`src/rtl/tpr_pkg.sv`:
```
// Package for the Thumb peephole rewriter: payload types, rule table and codes.
package tpr_pkg;

   localparam int CodeDepth = 4096;
   localparam int AddrWidth = $clog2(CodeDepth);
   localparam int LenWidth = AddrWidth + 1;
   localparam int NumRules = 13;
   localparam int MaxPat = 5;
   localparam int RuleWidth = $clog2(NumRules + 1);
   localparam int PosWidth = $clog2(MaxPat + 1);

   localparam logic [1:0] ModeAppend = 2'd0;
   localparam logic [1:0] ModeRead = 2'd1;
   localparam logic [1:0] ModeClear = 2'd2;

   localparam logic [1:0] StatusOk = 2'd0;
   localparam logic [1:0] StatusFull = 2'd1;
   localparam logic [1:0] StatusRange = 2'd2;

   typedef struct packed {
      logic [1:0] mode;
      logic [15:0] code_word;
      logic [11:0] read_index;
   } req_type;

   typedef struct packed {
      logic [15:0] read_data;
      logic [12:0] code_length;
      logic [1:0] status;
   } rsp_type;

   typedef struct packed {
      logic [2:0] npat;
      logic [2:0] nrep;
      logic [4:0][15:0] pat;
      logic [4:0][15:0] msk;
      logic [4:0][15:0] rep;
      logic [1:0] src_use;
      logic [1:0][2:0] src;
      logic [1:0][2:0] dst;
      logic [1:0][3:0] shl;
   } rule_type;

   // Word index 0 of each array is the oldest word of the pattern.
   function automatic rule_type rule_get(input logic [RuleWidth-1:0] idx);
      rule_type r;
      r = '0;
      unique case (idx)
         4'd0: begin
            r.npat = 3'd4; r.nrep = 3'd2;
            r.pat = {16'h0, 16'hbc08, 16'h2000, 16'hb401, 16'h4638};
            r.msk = {16'h0, 16'hffff, 16'hff00, 16'hffff, 16'hffff};
            r.rep = {48'h0, 16'h2000, 16'h463b};
            r.src_use = 2'b01; r.src[0] = 3'd2; r.dst[0] = 3'd1;
         end
         4'd1: begin
            r.npat = 3'd4; r.nrep = 3'd2;
            r.pat = {16'h0, 16'hbc08, 16'h2000, 16'hb401, 16'h6800};
            r.msk = {16'h0, 16'hffff, 16'hff00, 16'hffff, 16'hff00};
            r.rep = {48'h0, 16'h2000, 16'h6803};
            r.src_use = 2'b11; r.src[0] = 3'd0; r.dst[0] = 3'd0;
            r.src[1] = 3'd2; r.dst[1] = 3'd1;
         end
         4'd2: begin
            r.npat = 3'd3; r.nrep = 3'd2;
            r.pat = {32'h0, 16'h4438, 16'h4240, 16'h2000};
            r.msk = {32'h0, 16'hffff, 16'hffff, 16'hff00};
            r.rep = {48'h0, 16'h3800, 16'h4638};
            r.src_use = 2'b01; r.src[0] = 3'd0; r.dst[0] = 3'd1;
         end
         4'd3: begin
            r.npat = 3'd2; r.nrep = 3'd0;
            r.pat = {48'h0, 16'hbc01, 16'hb401};
            r.msk = {48'h0, 16'hffff, 16'hffff};
         end
         4'd4: begin
            r.npat = 3'd3; r.nrep = 3'd1;
            r.pat = {32'h0, 16'hbc02, 16'hb401, 16'h2000};
            r.msk = {32'h0, 16'hffff, 16'hffff, 16'hff00};
            r.rep = {64'h0, 16'h2100};
            r.src_use = 2'b01; r.src[0] = 3'd0; r.dst[0] = 3'd0;
         end
         4'd5: begin
            r.npat = 3'd5; r.nrep = 3'd2;
            r.pat = {16'hbc08, 16'h2000, 16'hb401, 16'h3804, 16'h4638};
            r.msk = {16'hffff, 16'hff00, 16'hffff, 16'hffff, 16'hffff};
            r.rep = {48'h0, 16'h2000, 16'h1f3b};
            r.src_use = 2'b01; r.src[0] = 3'd3; r.dst[0] = 3'd1;
         end
         4'd6: begin
            r.npat = 3'd5; r.nrep = 3'd3;
            r.pat = {16'hbc08, 16'h2000, 16'hb401, 16'h3800, 16'h4638};
            r.msk = {16'hffff, 16'hff00, 16'hffff, 16'hff00, 16'hffff};
            r.rep = {32'h0, 16'h2000, 16'h3b00, 16'h463b};
            r.src_use = 2'b11; r.src[0] = 3'd1; r.dst[0] = 3'd1;
            r.src[1] = 3'd3; r.dst[1] = 3'd2;
         end
         4'd7: begin
            r.npat = 3'd2; r.nrep = 3'd1;
            r.pat = {48'h0, 16'h6800, 16'h4638};
            r.msk = {48'h0, 16'hffff, 16'hffff};
            r.rep = {64'h0, 16'h6838};
         end
         4'd8: begin
            r.npat = 3'd2; r.nrep = 3'd1;
            r.pat = {48'h0, 16'h4358, 16'h2004};
            r.msk = {48'h0, 16'hffff, 16'hffff};
            r.rep = {64'h0, 16'h0098};
         end
         4'd9: begin
            r.npat = 3'd2; r.nrep = 3'd1;
            r.pat = {48'h0, 16'h3804, 16'h4638};
            r.msk = {48'h0, 16'hffff, 16'hffff};
            r.rep = {64'h0, 16'h1f38};
         end
         4'd10: begin
            r.npat = 3'd3; r.nrep = 3'd2;
            r.pat = {32'h0, 16'hbc02, 16'h2000, 16'hb401};
            r.msk = {32'h0, 16'hffff, 16'hff00, 16'hffff};
            r.rep = {48'h0, 16'h2000, 16'h4601};
            r.src_use = 2'b01; r.src[0] = 3'd1; r.dst[0] = 3'd1;
         end
         4'd11: begin
            r.npat = 3'd2; r.nrep = 3'd1;
            r.pat = {48'h0, 16'hbc02, 16'hb401};
            r.msk = {48'h0, 16'hffff, 16'hffff};
            r.rep = {64'h0, 16'h4601};
         end
         4'd12: begin
            r.npat = 3'd3; r.nrep = 3'd1;
            r.pat = {32'h0, 16'h6800, 16'h4438, 16'h2000};
            r.msk = {32'h0, 16'hffff, 16'hffff, 16'hff83};
            r.rep = {64'h0, 16'h6838};
            r.src_use = 2'b01; r.src[0] = 3'd0; r.dst[0] = 3'd0;
            r.shl[0] = 4'd4;
         end
         default: r = '0;
      endcase
      return r;
   endfunction

endpackage

```
`src/rtl/tpr_window.sv`:
```
// Tail window: the last few stored words, kept in flip-flops beside the store.
module tpr_window (
   input logic clock,
   input logic load,
   input logic [tpr_pkg::MaxPat-1:0][15:0] load_words,
   output logic [tpr_pkg::MaxPat-1:0][15:0] words
);
   import tpr_pkg::*;

   logic [MaxPat-1:0][15:0] words_ff;

   always_ff @(posedge clock) begin
      if (load) begin
         words_ff <= load_words;
      end
   end

   assign words = words_ff;
endmodule

```
`config.mk`:
```
export PLATFORM = sky130hd
export DESIGN_NAME = tpr_window
export DESIGN_NICKNAME = d
export VERILOG_FILES = /design/src/rtl/tpr_pkg.sv /design/src/rtl/tpr_window.sv
export SDC_FILE = /design/constraint.sdc
export NUM_CORES = 1
export LEC_CHECK = 0
export BUFFER_PORTS_ARGS = -buffer_cell sky130_fd_sc_hd__buf_4
export CAP_MARGIN = 25
export CORE_MARGIN = 2
export CORE_UTILIZATION = 41
export CTS_CLUSTER_DIAMETER = 30
export CTS_CLUSTER_SIZE = 30
export DETAILED_ROUTE_END_ITERATION = 7
export HOLD_SLACK_MARGIN = 0.15
export PLACE_DENSITY = 0.78
export SYNTH_ARGS = -nofsm -noshare
export SYNTH_HDL_FRONTEND = slang
export SYNTH_SLANG_ARGS = --single-unit
```
`constraint.sdc`:
```
create_clock -name clock -period 0.8 [get_ports clock]
set_input_delay 0.08 -clock clock [delete_from_list [all_inputs] [get_ports clock]]
set_output_delay 0.08 -clock clock [all_outputs]
set_load 0.02 [all_outputs]
```
==> impl_metrics.yaml <==
floorplanning:
  start_util_pct: 43.1
  die_y_um: 80.5
  core_um2: 5570
  io_pins: 162
  rows: 27
  dieArea_um2: 6490
  die_x_um: 80.5
placement:
  dpl.hpwl_mm: 4.40
  numPlacedInstances: 316
  place_congestion: 0.724
  io_buffers: 161
worst_setup_path:
  critical_path.top_delay_family: "flip-flops"
  worstPathRequired_ns: 0.72
  path_class: "register to output port"
  cp_max_fo: 1
  endpoint_kind: "output port"
  arrival_ns: 0.94
  crit_buf_inv: 1
  startpoint_type: "register"
  worst_path_largest_cell_delay_ns: 0.44
  crit_slowest_cell: "edfxtp_1"
  critical_path.cell_chain: "buf_6"
synthesis:
  ys_top_cells_by_count: "edfxtp_1"
  synth_edf_count: 80
  synth_top_area_share_pct: 100
  ys.flop_type: "edfxtp_1"
  async_flop_share_pct: 0
  ys_seq_elements: 80
  synth.distinct_cells: 1
  ys_warn_count: 0
  yosysMostFrequentCell: "edfxtp_1"
  synthesis.nets: 162
  syn_area_um2: 2400
  synth_area_leaders: "edfxtp_1"
  ys_seq_area_share_pct: 100
  syn_avg_cell_area_um2: 30.0
  syn_inst: 80
  yosysTopAreaCell: "edfxtp_1"
global_route:
  grt_pass1_wl_mm: 11.2
  grt_pass1_vias: 2052
  grt_max_degree: 32
  grt_antenna_before_repair: 1
  grt_usage_pct: 25.7
  grt-ovfl-total: 0
cells_and_area:
  multi_input_area_um2: 0
  syn_to_final_growth_pct: 110
  layout-drive-gt1-share_pct: 51.8
  seqCellArea_um2: 2400
  instances_no_fill: 413
  finalNetCount: 417
  fillers: 202
  largest_reg_flops: 80
  comb.multi_input.count: 0
run_status:
  violations: "negative setup slack"
  status: "finished, violations left"
routing:
  drtPass1Iterations: 5
  drt_iter0_markers: 114
  wl_per_cell_um: 21.1
  detail-route-antenna-nets: 0
  vias_per_cell: 4.59
  drt-total-wl_mm: 8.73
  route.vias.total: 1897
  drcViolationCount: 0
power_and_ir_drop:
  vdd_drop_max_mv: 1.40
  leakage_uw: 0.00211
  power_density_nw_per_um2: 1960
  p_total_uw: 9880
clock_network:
  clkTransAtPathRegs_ns: 0.08
  cts_setup_buffers: 0
  h-tree-depth: 3
  max-clock-path-buffers: 2
  cts_buffers: 9
  cts_tree: "built"
  clock-root-buffer: "clkbuf_8"
  clock-sinks: 80
job:
  drv_cap: 0
sta:
  rsz0062_at_grt: "true"
  setup_viol: 80
  fmax_mhz: 977
  tightest_slew_ns: 0.169
  maxSlewHeadroom_pct: 88.7
  layout_setup_ws_ns: -0.223
  report.final.slew_viol_count: 0
  fin_crit_sh_pct: 128
  period_minus_slack_ns: 1.02
  hold_viol: 0
hold_path:
  hold_path_class: "input port to register"
cell usage in the layout, fill, tap and decap left out, drive strengths merged:
cell type and instances:
dlygate4sd3 80, diode 1, buf 164, clkbuf 11, bufinv 1, clkinv 4, edfxtp 80
layout make-up:
type	instances	area share, %
Timing Repair Buffer	244	47.0
Sequential cell	80	47.6
Clock buffer	11	2.60
Antenna cell	1	0.0496
Clock inverter	5	0.943
Tap cell	72	1.79
metrics by stage:
stage	setup TNS [ns]	area (um^2)	setup WS (ns)	util, %	hold WS, ns
after floorplan	0	2400	0.271	-	0.179
after global placement	0	3760	0.0689	67.5	0.258
after detailed placement	0	3760	0.0618	67.5	0.259
after CTS	-13.39	5010	-0.209	89.8	0.166
after global routing	-15.70	5040	-0.250	90.5	0.181
final	-12.85	5040	-0.223	90.5	0.190
path summary, 6_finish.rpt:
path / cells past startpoint / slack, ns / to / startpoint
min: 2 / 0.19 / words[18]$_DFFE_PP_ / load
max: 1 / -0.22 / words[58] / words[58]$_DFFE_PP_
layer usage:
layer	track usage, %	routed length [um]
met5	0	0
met4	16.6	286
met3	11.0	1000
met2	44.2	4640
met1	25.0	2800
cell families (layout without fill, tap and decap cells):
kind of cell  count (synthesis)  after routing  synth area share, %
other cells                   0              1                    0
buf+inv                       0            260                    0
flops                        80             80                  100
power by group:
group / internal, uW / switching, uW
Clock: 1420 / 1370
Combinational: 1100 / 810
Sequential: 4990 / 186
repair_timing:
| action | 4_1_cts | 5_1_grt |
|---|---|---|
| hold buffers | 80 | 0 |
| hold endpoints to repair | 80 | 0 |
| setup endpoints to repair | 80 | 80 |
| resized for setup | 71 | 9 |
No activity file was read; power rests on OpenSTA's default activity.
